==> config.mk <==
export PLATFORM = sky130hd
export DESIGN_NAME = pixel_rle_encoder
export DESIGN_NICKNAME = d
export VERILOG_FILES = /design/src/rtl/rle_pkg.sv /design/src/rtl/rle_core.sv /design/src/rtl/rle_queue.sv /design/src/rtl/pixel_rle_encoder.sv
export SDC_FILE = /design/constraint.sdc
export NUM_CORES = 1
export LEC_CHECK = 0
export ABC_CLOCK_PERIOD_IN_PS = 8900
export BUFFER_PORTS_ARGS = -buffer_cell sky130_fd_sc_hd__buf_2
export CAP_MARGIN = 0
export CORE_MARGIN = 8
export CORE_UTILIZATION = 43
export CTS_CLUSTER_DIAMETER = 30
export DETAILED_ROUTE_END_ITERATION = 6
export PLACE_DENSITY = 0.68
export SYNTH_ARGS = -nofsm -noshare
export SYNTH_HDL_FRONTEND = slang
export SYNTH_SLANG_ARGS = --single-unit
==> constraint.sdc <==
create_clock -name clk -period 8.9 [get_ports clk]
set_input_delay 0.445 -clock clk [delete_from_list [all_inputs] [get_ports clk]]
set_output_delay 0.445 -clock clk [all_outputs]
set_load 0.01 [all_outputs]
==> src/rtl/rle_pkg.sv <==
// Package for the pixel run-length encoder.
// Holds the record type, register indexes and queue sizing shared by the core, queue, top level and testbench.
// No dependencies.
package rle_pkg;

  // Configuration register indexes.
  localparam logic [1:0] REG_CHANNEL_COUNT = 2'd0;
  localparam logic [1:0] REG_OUTPUT_LIMIT  = 2'd1;

  // Output queue sizing: room for two records per item plus slack.
  localparam int QUEUE_DEPTH = 4;
  localparam int QPTR_W      = 2;
  localparam int QCNT_W      = 3;

  // Reset values of the configuration registers.
  localparam logic [2:0]  CHANNEL_COUNT_RST = 3'd3;
  localparam logic [23:0] OUTPUT_LIMIT_RST  = 24'hFF_FFFF;

  // One encoded record.
  typedef struct packed {
    logic [7:0]  run_length;
    logic [31:0] run_pixel;
    logic        is_final;
    logic        overflow;
    logic [23:0] total_bytes;
  } rle_rec_t;

  // Records produced by one item, in order; rec_a goes first.
  typedef struct packed {
    logic [1:0] count;
    rle_rec_t   rec_a;
    rle_rec_t   rec_b;
  } rle_push_t;

endpackage

==> src/rtl/rle_core.sv <==
// Run tracking and byte accounting for the pixel run-length encoder.
// Updates the run state on each accepted item and builds up to two records.
// Depends on rle_pkg.
module rle_core
  import rle_pkg::*;
#(
  parameter int MAX_CHANNELS    = 4,
  parameter int MAX_RUN         = 255,
  parameter int BYTE_COUNT_BITS = 24
) (
  input  logic        clk,
  input  logic        rst,
  input  logic        accept,
  input  logic [31:0] pixel_value,
  input  logic        end_of_image,
  input  logic [2:0]  channel_count,
  input  logic [23:0] output_limit,
  output rle_push_t   push
);

  localparam int CW = ((BYTE_COUNT_BITS > 24) ? BYTE_COUNT_BITS : 24) + 2;

  // Run state.
  logic [31:0]                run_pixel_store;
  logic [7:0]                 run_count;
  logic [BYTE_COUNT_BITS-1:0] byte_count;
  logic                       overflow_flag;

  logic [31:0]                run_pixel_store_next;
  logic [7:0]                 run_count_next;
  logic [BYTE_COUNT_BITS-1:0] byte_count_next;
  logic                       overflow_flag_next;

  logic [3:0]    ch_eff;
  logic [31:0]   mask;
  logic [31:0]   pix;
  logic [CW-1:0] cost;
  logic [CW-1:0] bc_ext;
  logic [CW-1:0] sum1;
  logic [CW-1:0] sum2;
  logic [CW-1:0] limit_ext;
  logic [CW-1:0] count_max;
  logic          over1;
  logic          over2;
  logic          extend;
  logic          close;
  logic          ok1;
  logic          emit1;
  logic          ovf1;
  logic [CW-1:0] bc1;
  logic [CW-1:0] next2;
  logic          ok2;
  logic [7:0]    rc2;
  rle_rec_t      rec_close;
  rle_rec_t      rec_final;

  // Effective channel count, byte mask and record cost.
  always_comb begin
    if (channel_count == 3'd0) begin
      ch_eff = 4'd1;
    end else if ({1'b0, channel_count} > 4'(MAX_CHANNELS)) begin
      ch_eff = 4'(MAX_CHANNELS);
    end else begin
      ch_eff = {1'b0, channel_count};
    end
    for (int b = 0; b < 4; b++) begin
      mask[8*b +: 8] = (ch_eff > 4'(b)) ? 8'hFF : 8'h00;
    end
    pix  = pixel_value & mask;
    cost = CW'(ch_eff) + CW'(1);
  end

  // Run decision and both byte charges, computed side by side.
  always_comb begin
    bc_ext    = CW'(byte_count);
    limit_ext = CW'(output_limit);
    count_max = {{(CW-BYTE_COUNT_BITS){1'b0}}, {BYTE_COUNT_BITS{1'b1}}};
    sum1      = bc_ext + cost;
    sum2      = bc_ext + (cost << 1);

    extend = (run_count != 8'd0) && ((run_pixel_store & mask) == pix) &&
             (run_count < 8'(MAX_RUN));
    close  = !extend && (run_count != 8'd0);

    // Charge for the record that closes the old run.
    over1 = (sum1 > limit_ext) || (sum1 > count_max);
    ok1   = !overflow_flag && !over1;
    emit1 = close && ok1;
    ovf1  = overflow_flag || (close && over1);
    bc1   = emit1 ? sum1 : bc_ext;

    // Charge for the final record, on top of the first one.
    next2 = emit1 ? sum2 : sum1;
    over2 = (next2 > limit_ext) || (next2 > count_max);
    ok2   = !ovf1 && !over2;
    rc2   = extend ? (run_count + 8'd1) : 8'd1;

    rec_close.run_length  = run_count;
    rec_close.run_pixel   = run_pixel_store & mask;
    rec_close.is_final    = 1'b0;
    rec_close.overflow    = 1'b0;
    rec_close.total_bytes = 24'(bc1);

    // The run pixel of the open run always equals the masked input pixel.
    rec_final.is_final = 1'b1;
    if (ok2) begin
      rec_final.run_length  = rc2;
      rec_final.run_pixel   = pix;
      rec_final.overflow    = 1'b0;
      rec_final.total_bytes = 24'(next2);
    end else begin
      rec_final.run_length  = 8'd0;
      rec_final.run_pixel   = 32'd0;
      rec_final.overflow    = 1'b1;
      rec_final.total_bytes = 24'(bc1);
    end
  end

  // Records handed to the output queue for this item.
  always_comb begin
    push.rec_b = rec_final;
    if (!accept) begin
      push.count = 2'd0;
      push.rec_a = rec_close;
    end else if (emit1) begin
      push.count = end_of_image ? 2'd2 : 2'd1;
      push.rec_a = rec_close;
    end else begin
      push.count = end_of_image ? 2'd1 : 2'd0;
      push.rec_a = rec_final;
    end
  end

  // Next state: the final item of an image clears everything.
  always_comb begin
    if (end_of_image) begin
      run_pixel_store_next = 32'd0;
      run_count_next       = 8'd0;
      byte_count_next      = '0;
      overflow_flag_next   = 1'b0;
    end else begin
      run_pixel_store_next = extend ? run_pixel_store : pix;
      run_count_next       = rc2;
      byte_count_next      = BYTE_COUNT_BITS'(bc1);
      overflow_flag_next   = ovf1;
    end
  end

  always_ff @(posedge clk) begin
    if (rst) begin
      run_pixel_store <= 32'd0;
      run_count       <= 8'd0;
      byte_count      <= '0;
      overflow_flag   <= 1'b0;
    end else if (accept) begin
      run_pixel_store <= run_pixel_store_next;
      run_count       <= run_count_next;
      byte_count      <= byte_count_next;
      overflow_flag   <= overflow_flag_next;
    end
  end

endmodule

==> src/rtl/rle_queue.sv <==
// Output record queue for the pixel run-length encoder.
// Takes up to two records per cycle and hands out one per cycle while pop is high.
// Depends on rle_pkg.
module rle_queue
  import rle_pkg::*;
(
  input  logic      clk,
  input  logic      rst,
  input  rle_push_t push,
  input  logic      pop,
  output logic      room,
  output logic      not_empty,
  output rle_rec_t  head
);

  rle_rec_t          entries [QUEUE_DEPTH];
  logic [QPTR_W-1:0] rd_ptr;
  logic [QPTR_W-1:0] wr_ptr;
  logic [QCNT_W-1:0] fill;
  logic [QCNT_W-1:0] fill_next;
  logic              do_pop;

  assign not_empty = (fill != '0);
  assign do_pop    = pop && not_empty;
  assign head      = entries[rd_ptr];
  // Room for the worst case of two records from the next item.
  assign room      = (fill <= QCNT_W'(QUEUE_DEPTH - 2));
  assign fill_next = fill + QCNT_W'(push.count) - QCNT_W'(do_pop);

  // Record storage.
  always_ff @(posedge clk) begin
    if (push.count != 2'd0) begin
      entries[wr_ptr] <= push.rec_a;
    end
    if (push.count == 2'd2) begin
      entries[wr_ptr + QPTR_W'(1)] <= push.rec_b;
    end
  end

  // Pointers and fill level.
  always_ff @(posedge clk) begin
    if (rst) begin
      rd_ptr <= '0;
      wr_ptr <= '0;
      fill   <= '0;
    end else begin
      rd_ptr <= rd_ptr + QPTR_W'(do_pop);
      wr_ptr <= wr_ptr + QPTR_W'(push.count);
      fill   <= fill_next;
    end
  end

endmodule

==> src/rtl/pixel_rle_encoder.sv <==
// Top level of the pixel run-length encoder.
// Holds the configuration registers and joins rle_core to rle_queue.
// Depends on rle_pkg, rle_core and rle_queue.
//
//   Channel   Handshake              Payload
//   --------  ---------------------  ------------------------------------------
//   in        in_valid / in_ready    pixel_value, end_of_image
//   out       out_valid / out_ready  run_length, run_pixel, is_final, overflow,
//                                    total_bytes
//   cfg       cfg_valid / cfg_ready  cfg_index, cfg_data
//
// One item is taken per cycle while in_ready is high; its records are written
// into the output queue at the accepting edge, so the first record can be
// offered in the next cycle. An item yields zero, one or two records; the
// four-entry queue drains one record per cycle while out_ready is high, and
// in_ready drops while fewer than two entries are free. Reset is synchronous,
// clears the run state and the queue, and returns the registers to their
// reset values. cfg_ready is always high.
module pixel_rle_encoder
  import rle_pkg::*;
#(
  parameter int MAX_CHANNELS    = 4,
  parameter int MAX_RUN         = 255,
  parameter int BYTE_COUNT_BITS = 24
) (
  input  logic        clk,
  input  logic        rst,
  input  logic        in_valid,
  output logic        in_ready,
  input  logic [31:0] pixel_value,
  input  logic        end_of_image,
  output logic        out_valid,
  input  logic        out_ready,
  output logic [7:0]  run_length,
  output logic [31:0] run_pixel,
  output logic        is_final,
  output logic        overflow,
  output logic [23:0] total_bytes,
  input  logic        cfg_valid,
  output logic        cfg_ready,
  input  logic [1:0]  cfg_index,
  input  logic [23:0] cfg_data
);

  logic [2:0]  channel_count;
  logic [23:0] output_limit;
  logic        accept;
  rle_push_t   push;
  rle_rec_t    head;

  assign cfg_ready = 1'b1;
  assign accept    = in_valid && in_ready;

  // Configuration registers; unknown indexes are ignored.
  always_ff @(posedge clk) begin
    if (rst) begin
      channel_count <= CHANNEL_COUNT_RST;
      output_limit  <= OUTPUT_LIMIT_RST;
    end else if (cfg_valid) begin
      case (cfg_index)
        REG_CHANNEL_COUNT: channel_count <= cfg_data[2:0];
        REG_OUTPUT_LIMIT:  output_limit  <= cfg_data;
        default:           ;
      endcase
    end
  end

  rle_core #(
    .MAX_CHANNELS    (MAX_CHANNELS),
    .MAX_RUN         (MAX_RUN),
    .BYTE_COUNT_BITS (BYTE_COUNT_BITS)
  ) u_core (
    .clk           (clk),
    .rst           (rst),
    .accept        (accept),
    .pixel_value   (pixel_value),
    .end_of_image  (end_of_image),
    .channel_count (channel_count),
    .output_limit  (output_limit),
    .push          (push)
  );

  rle_queue u_queue (
    .clk       (clk),
    .rst       (rst),
    .push      (push),
    .pop       (out_ready),
    .room      (in_ready),
    .not_empty (out_valid),
    .head      (head)
  );

  // Output fields come straight from the queue head.
  assign run_length  = head.run_length;
  assign run_pixel   = head.run_pixel;
  assign is_final    = head.is_final;
  assign overflow    = head.overflow;
  assign total_bytes = head.total_bytes;

endmodule

### Word level (Yosys, flattened, before mapping)

Memories as Yosys holds them, arrays and structs flattened. A register that Yosys moved wholly into a read port is not among the register bits.
Cells that the tools add are included.

| operators by class | value |
|---|---|
| bitwise logic cells | 2 |
| $lt $le $gt $ge | 11 |
| multiplexer cells | 25 |
| eq/ne operators | 4 |
| add/sub/neg operators | 9 |
| reductions and logical operators | 25 |

Operators by type and width:

| cell | count |
|---|---|
| two-way mux 68 bit | 2 |
| bitwise AND 32 bit | 2 |
| two-way mux 32 bit | 2 |
| greater-than comparator 26 x 24 -> 1 bit | 2 |
| greater-than comparator 26 x 24 -> 1 bit, second input constant | 2 |
| two-way mux 24 bit | 2 |
| two-way mux 8 bit | 6 |
| two-way mux 40 bit | 1 |
| == test 32 bit | 1 |
| adder 24 x 26 -> 26 bit | 1 |
| two-way mux 26 bit | 1 |
| adder 24 x 4 -> 25 bit | 1 |
| two-way mux 25 bit | 1 |
| logical AND 1 bit | 9 |
| adder 8 x 1 -> 8 bit, second input constant | 1 |
| < comparator 8 bit, second input constant | 1 |
| nonzero test 8 bit | 1 |
| greater-than comparator 3 x 1 -> 1 bit, second input constant | 2 |
| greater-than comparator 3 x 2 -> 1 bit, second input constant | 2 |
| two-way mux 1 bit | 6 |
| two-way mux 3 bit | 2 |
| AND reduction 2 bit | 3 |
| logical NOT 1 bit | 5 |
| adder 3 x 1 -> 4 bit, second input constant | 1 |
| 16 further kinds | 19 |

| word-level totals | value |
|---|---|
| memories | 1 |
| bits of input ports | 64 |
| bits in writable memories | 264 |
| word-level logic and storage cells | 86 |
| bits in registers | 99 |

Memories:

| memory | words | bits a word | rd ports | clocked after Yosys merged registers in | wr ports | line | text |
|---|---|---|---|---|---|---|---|
| u_queue.entries | 4 | 66 | 1 | 1 | 2 | rle_queue.sv:16 | `rle_rec_t entries [QUEUE_DEPTH];` |

### Longest topological paths before layout

| depth | value |
|---|---|
| word-level depth | 23 |
| gate-level depth with buffers | 42 |

### By module

A second synthesis with hierarchy kept.

| second synthesis, totals | value |
|---|---|
| cells, all modules | 1851 |
| area total of the unflattened synthesis | 21643.3 µm² |

By module, submodules not included:

| module | instances | seq. area each (µm²) | area each (µm²) | cells an instance |
|---|---|---|---|---|
| rle_queue | 1 | 8067.7 | 13137.6 | 683 |
| rle_core | 1 | 1301.2 | 7378.3 | 1048 |
| pixel_rle_encoder | 1 | 540.5 | 1127.3 | 120 |

### Worst setup path after synthesis

No wires, ideal clock.

| timing | value |
|---|---|
| kind | reg-to-reg |
| from | register channel_count[2] |
| to | memory u_queue.entries[2][7] (netlist name), data pin |
| slack | 0.865 ns |
| clock period less this slack | 8.035 ns |
| data arrival time | 7.770 ns |
| required time | 8.635 ns |
| stages on the path, launching flop included | 33 |
| cells stage by stage | dfxtp_1 clkbuf_1 clkinv_1 nand2_1 ha_1 inv_1 ha_1 a21o_1 a21o_1 a21oi_1 nand2b_1 buf_1 nor2_1 xor2_1 ha_1 nand4_1 nor4_1 nand2_1 a31oi_2 nand3_4 inv_4 buf_6 buf_4 buf_4 buf_4 buf_2 ha_1 o21ai_1 or2_2 nand2_1 nand3_1 o211ai_1 or3_1 |

RTL lines:

| item | line | text |
|---|---|---|
| start: declaration | pixel_rle_encoder.sv:45 | `logic [2:0] channel_count;` |
| start signal: assignment | pixel_rle_encoder.sv:61 | `REG_CHANNEL_COUNT: channel_count <= cfg_data[2:0];` |
| end: declaration | rle_queue.sv:16 |  |

==> impl_metrics.prom <==
# TYPE chip_impl_metric gauge
chip_impl_metric{name="pre_cts_ws",unit="ns"} -0.0471
chip_impl_metric{name="power.net_switching",unit="mW"} 1.82
chip_impl_info{name="cts-root-buf",value="sky130_fd_sc_hd__clkbuf_16"} 1
chip_impl_metric{name="via_count",unit=""} 17832
chip_impl_metric{name="clock_power_share",unit="%"} 49.2
chip_impl_metric{name="postSynth.asyncResetShare",unit="%"} 0
chip_impl_info{name="synth_top_flop_cell",value="sky130_fd_sc_hd__edfxtp_1"} 1
chip_impl_metric{name="synthDistinctLibCells",unit=""} 81
chip_impl_metric{name="power.combinational.fraction",unit="%"} 18.6
chip_impl_info{name="timing.rr.end",value="u_queue.entries[3][13]"} 1
chip_impl_metric{name="dp.final_hpwl",unit="um"} 44100
chip_impl_metric{name="worst_endpoint_data_arrival_time",unit="ns"} 8.71
chip_impl_metric{name="layout-drive-gt1-share",unit="%"} 21.8
chip_impl_metric{name="place.gp.congestion",unit=""} 0.943
chip_impl_metric{name="rows",unit=""} 81
chip_impl_metric{name="drt_pre_antenna_iters",unit=""} 6
chip_impl_metric{name="irDropWorstVdd",unit="mV"} 0.166
chip_impl_metric{name="fin_ws",unit="ns"} 0.516
chip_impl_info{name="cp_common_cell",value="sky130_fd_sc_hd__ha_1"} 1
chip_impl_info{name="worstSetupEndpointType",value="flop"} 1
chip_impl_metric{name="timing.max_cap.violations",unit=""} 0
chip_impl_metric{name="final_max_slew_viol_count",unit=""} 0
chip_impl_metric{name="place.port_buffers",unit=""} 131
chip_impl_metric{name="period_needed",unit="ns"} 8.38
chip_impl_metric{name="highest_clock_rate",unit="MHz"} 119
chip_impl_metric{name="mappedNetlistArea",unit="um^2"} 20900
chip_impl_metric{name="clk_pin_slew",unit="ns"} 0.05
chip_impl_info{name="rsz0062_at_grt",value="no"} 1
chip_impl_info{name="post_synth_most_frequent_cells",value="sky130_fd_sc_hd__nor2_1 (300), sky130_fd_sc_hd__edfxtp_1 (260), sky130_fd_sc_hd__nand2_1 (128)"} 1
chip_impl_metric{name="required",unit="ns"} 9.23
chip_impl_metric{name="area.sequential",unit="um^2"} 9880
chip_impl_metric{name="syn_to_final_growth",unit="%"} 20.7
chip_impl_metric{name="number_of_antenna_violations_at_the_first_check_in_global_routing",unit=""} 10
chip_impl_metric{name="postPlaceCellArea",unit="um^2"} 22200
chip_impl_metric{name="fin_crit_sh",unit="%"} 94.2
chip_impl_metric{name="first_global_vias",unit=""} 17480
chip_impl_metric{name="clock_latency_on_the_worst_skew_pair",unit="ns"} 0.62
chip_impl_metric{name="worst_r2r_path_depth",unit=""} 34
chip_impl_info{name="critical-path-top-delay-family",value="compound AO/OA/AOI/OAI gates"} 1
chip_impl_metric{name="crit_path_max_fanout",unit=""} 21
chip_impl_metric{name="inserted_clock_buffers",unit=""} 81
chip_impl_info{name="reg2reg_from",value="channel_count[2]"} 1
chip_impl_info{name="critPathLaunchType",value="flop"} 1
chip_impl_info{name="yosys-top-cells-area",value="sky130_fd_sc_hd__edfxtp_1 (37%), sky130_fd_sc_hd__dfxtp_1 (9.9%), sky130_fd_sc_hd__mux4_2 (7.1%)"} 1
chip_impl_metric{name="clock_tree.buffer_depth",unit=""} 3
chip_impl_metric{name="pwr_density_cell",unit="nW/um^2"} 247
chip_impl_metric{name="quantity_of_hold_fixing_buffers_added_after_cts",unit=""} 0
chip_impl_metric{name="route.detailed.wl_per_inst",unit="um"} 24.4
chip_impl_metric{name="ys_ff_latch",unit=""} 363
chip_impl_info{name="hp-start",value="cfg_data[15]"} 1
chip_impl_info{name="yosysMostFrequentCell",value="sky130_fd_sc_hd__nor2_1"} 1
chip_impl_metric{name="grt-ovfl-total",unit=""} 0
chip_impl_info{name="worst_hold_path_type",value="input port to flop"} 1
chip_impl_metric{name="die_w",unit="um"} 237
chip_impl_metric{name="synth_edf_count",unit=""} 260
chip_impl_metric{name="finish.net_count",unit=""} 2245
chip_impl_metric{name="grt_start_max_net_pins",unit=""} 112
chip_impl_metric{name="start_util",unit="%"} 43.2
chip_impl_metric{name="avgViaCountPerCell",unit=""} 6.36
chip_impl_metric{name="worst-path-buf-inv",unit=""} 5
chip_impl_metric{name="die_outline_area",unit="um^2"} 56000
chip_impl_metric{name="p_int",unit="mW"} 4.42
chip_impl_metric{name="ant_nets",unit=""} 0
chip_impl_metric{name="grt_first_pass_wirelength",unit="um"} 105000
chip_impl_metric{name="multi_input_combinational_cell_area",unit="um^2"} 10400
chip_impl_metric{name="initialDrtViolationCount",unit=""} 2191
chip_impl_info{name="cts_tree",value="built"} 1
chip_impl_info{name="status",value="finished, final reports clean"} 1
chip_impl_metric{name="io_pins",unit=""} 133
chip_impl_metric{name="worst_hold_path_cell_count",unit=""} 2
chip_impl_metric{name="report.final.setup_viol",unit=""} 0
chip_impl_metric{name="final_cell_area",unit="um^2"} 25200
chip_impl_info{name="synthDominantAreaCellType",value="sky130_fd_sc_hd__edfxtp_1"} 1
chip_impl_metric{name="drt_wl_total",unit="um"} 68500
chip_impl_metric{name="grt_util_all_layers",unit="%"} 23.8
chip_impl_metric{name="utilization",unit="%"} 52.1
chip_impl_metric{name="final.fill_count",unit=""} 4256
chip_impl_metric{name="sink_count",unit=""} 363
chip_impl_metric{name="yosysSeqAreaShare",unit="%"} 47.2
chip_impl_metric{name="p_sw_share",unit="%"} 29.2
chip_impl_metric{name="p_leak",unit="nW"} 9.24
chip_impl_metric{name="h-tree-depth",unit=""} 3
chip_impl_metric{name="die_height",unit="um"} 237
chip_impl_metric{name="relSlewSlack",unit="%"} 17.7
chip_impl_metric{name="sum_neg_setup_slack",unit="ns"} 0
chip_impl_info{name="critical-path-slowest-cell",value="sky130_fd_sc_hd__nor4b_4"} 1
chip_impl_info{name="critPathKind",value="flop to flop"} 1
chip_impl_metric{name="skew",unit="ns"} 0.0352
chip_impl_info{name="hold_worst_path_end",value="output_limit[15]"} 1
chip_impl_metric{name="synthesis.instances",unit=""} 2001
chip_impl_metric{name="yosys_warnings",unit=""} 0
chip_impl_metric{name="tightest_slew",unit="ns"} 1.23
chip_impl_metric{name="critical-path-max-stage-delay",unit="ns"} 0.48
chip_impl_metric{name="synthDominantCellAreaShare",unit="%"} 37.3
chip_impl_metric{name="remaining_drc_errors",unit=""} 0
chip_impl_metric{name="final-hold-violation-count",unit=""} 0
chip_impl_metric{name="r2r_slack",unit="ns"} 0.52
chip_impl_metric{name="coreArea",unit="um^2"} 48400
chip_impl_metric{name="seq_power_share",unit="%"} 32.2
chip_impl_metric{name="average_footprint_of_a_synthesized_cell",unit="um^2"} 10.5
==> layout make-up <==
class                           instances  share of cell area, %
Inverter                               58                  0.872
Multi-Input combinational cell       1414                   41.1
Antenna cell                            7                 0.0694
Sequential cell                       363                   39.1
Clock buffer                           91                   8.38
Clock inverter                         58                   2.89
Tap cell                              622                   3.08
Timing Repair Buffer                  192                   4.45
==> flip-flops by register name, summed over array words and instances (netlist names) <==
signal                  cells
u_core.run_count            8
u_core.overflow_flag        1
u_queue.rd_ptr              2
u_core.byte_count          24
u_queue.entries           264
output_limit               24
u_core.run_pixel_store     32
u_queue.wr_ptr              2
channel_count               3
u_queue.fill                3
==> worst max path at each step <==
stage | start | to | slack, ns | cells past startpoint
global placement | channel_count[2] | u_queue.entries[2][7] | 0.04 | 33
floorplan | channel_count[2] | u_queue.entries[2][7] | 0.86 | 32
CTS | channel_count[2] | u_queue.entries[1][14] | 0.03 | 33
finish | channel_count[2] | u_queue.entries[3][13] | 0.52 | 34
global route | channel_count[2] | u_queue.entries[3][7] | 0.02 | 34
detailed placement | channel_count[2] | u_queue.entries[1][14] | -0.05 | 33
==> logic make-up (layout without fill, tap and decap cells) <==
family	after synthesis	after routing	synth area share [%]
other	2	10	0.0359
XOR/XNOR	102	102	4.27
AO/OA/AOI/OAI	558	559	19.2
adder cells (fa/ha/maj)	71	71	4.35
flip-flops	363	363	47.2
AND/OR/NAND/NOR	596	596	12.7
multiplexers	83	83	7.96
buffers and inverters	226	399	4.34
==> timing repair <==
action	4_1_cts	5_1_grt
gates resized for setup	3	27
endpoints found under the setup margin	9	243
pin swaps	1	3
setup buffers	0	5
gates cloned	1	0
==> power by group through the flow <==
stage	Sequential, mW	Clock [mW]	Combinational (mW)
floorplan	1.99	0	0.768
global placement	2.03	0	1.14
finish	2.01	3.08	1.16
detailed placement	2.04	0	1.15
global route	2.02	3.18	1.24
CTS	2.01	3.09	1.16
==> cell usage in the layout (no fill, tap or decap), types with 50 or more instances in the layout <==
master and instances:
sky130_fd_sc_hd__nor2_1 290, sky130_fd_sc_hd__edfxtp_1 260, sky130_fd_sc_hd__buf_2 130, sky130_fd_sc_hd__nand2_1 122, sky130_fd_sc_hd__a32oi_1 122, sky130_fd_sc_hd__dfxtp_1 100, sky130_fd_sc_hd__o22ai_1 92, sky130_fd_sc_hd__a21oi_1 81
sky130_fd_sc_hd__clkbuf_16 81, sky130_fd_sc_hd__xnor2_1 69, sky130_fd_sc_hd__ha_1 68, sky130_fd_sc_hd__mux4_2 66, sky130_fd_sc_hd__buf_4 60, sky130_fd_sc_hd__a22oi_1 54, sky130_fd_sc_hd__inv_1 53, sky130_fd_sc_hd__o21ai_0 50
==> per-stage QoR <==
stage | hold WS (ns) | std cells | power (mW)
2_1_floorplan | 0.418 | 2002 | 2.76
3_3_place_gp | 0.426 | 2643 | 3.17
3_5_place_dp | 0.432 | 2643 | 3.19
4_1_cts | 0.0337 | 2793 | 6.27
5_1_grt | 0.0510 | 2801 | 6.44
6_report | 0.0516 | 2805 | 6.24
==> layer usage <==
| layer | global-route usage [%] | vias to the layer above | share of wire [%] |
|---|---|---|---|
| met5 | 0 | - | 0.057 |
| met4 | 10.4 | 6 | 3.2 |
| li1 | - | 7953 | - |
| met1 | 32.6 | 8642 | 42 |
| met3 | 5.70 | 166 | 11 |
| met2 | 35.4 | 1065 | 44 |
(Power assumes the default switching activity.)
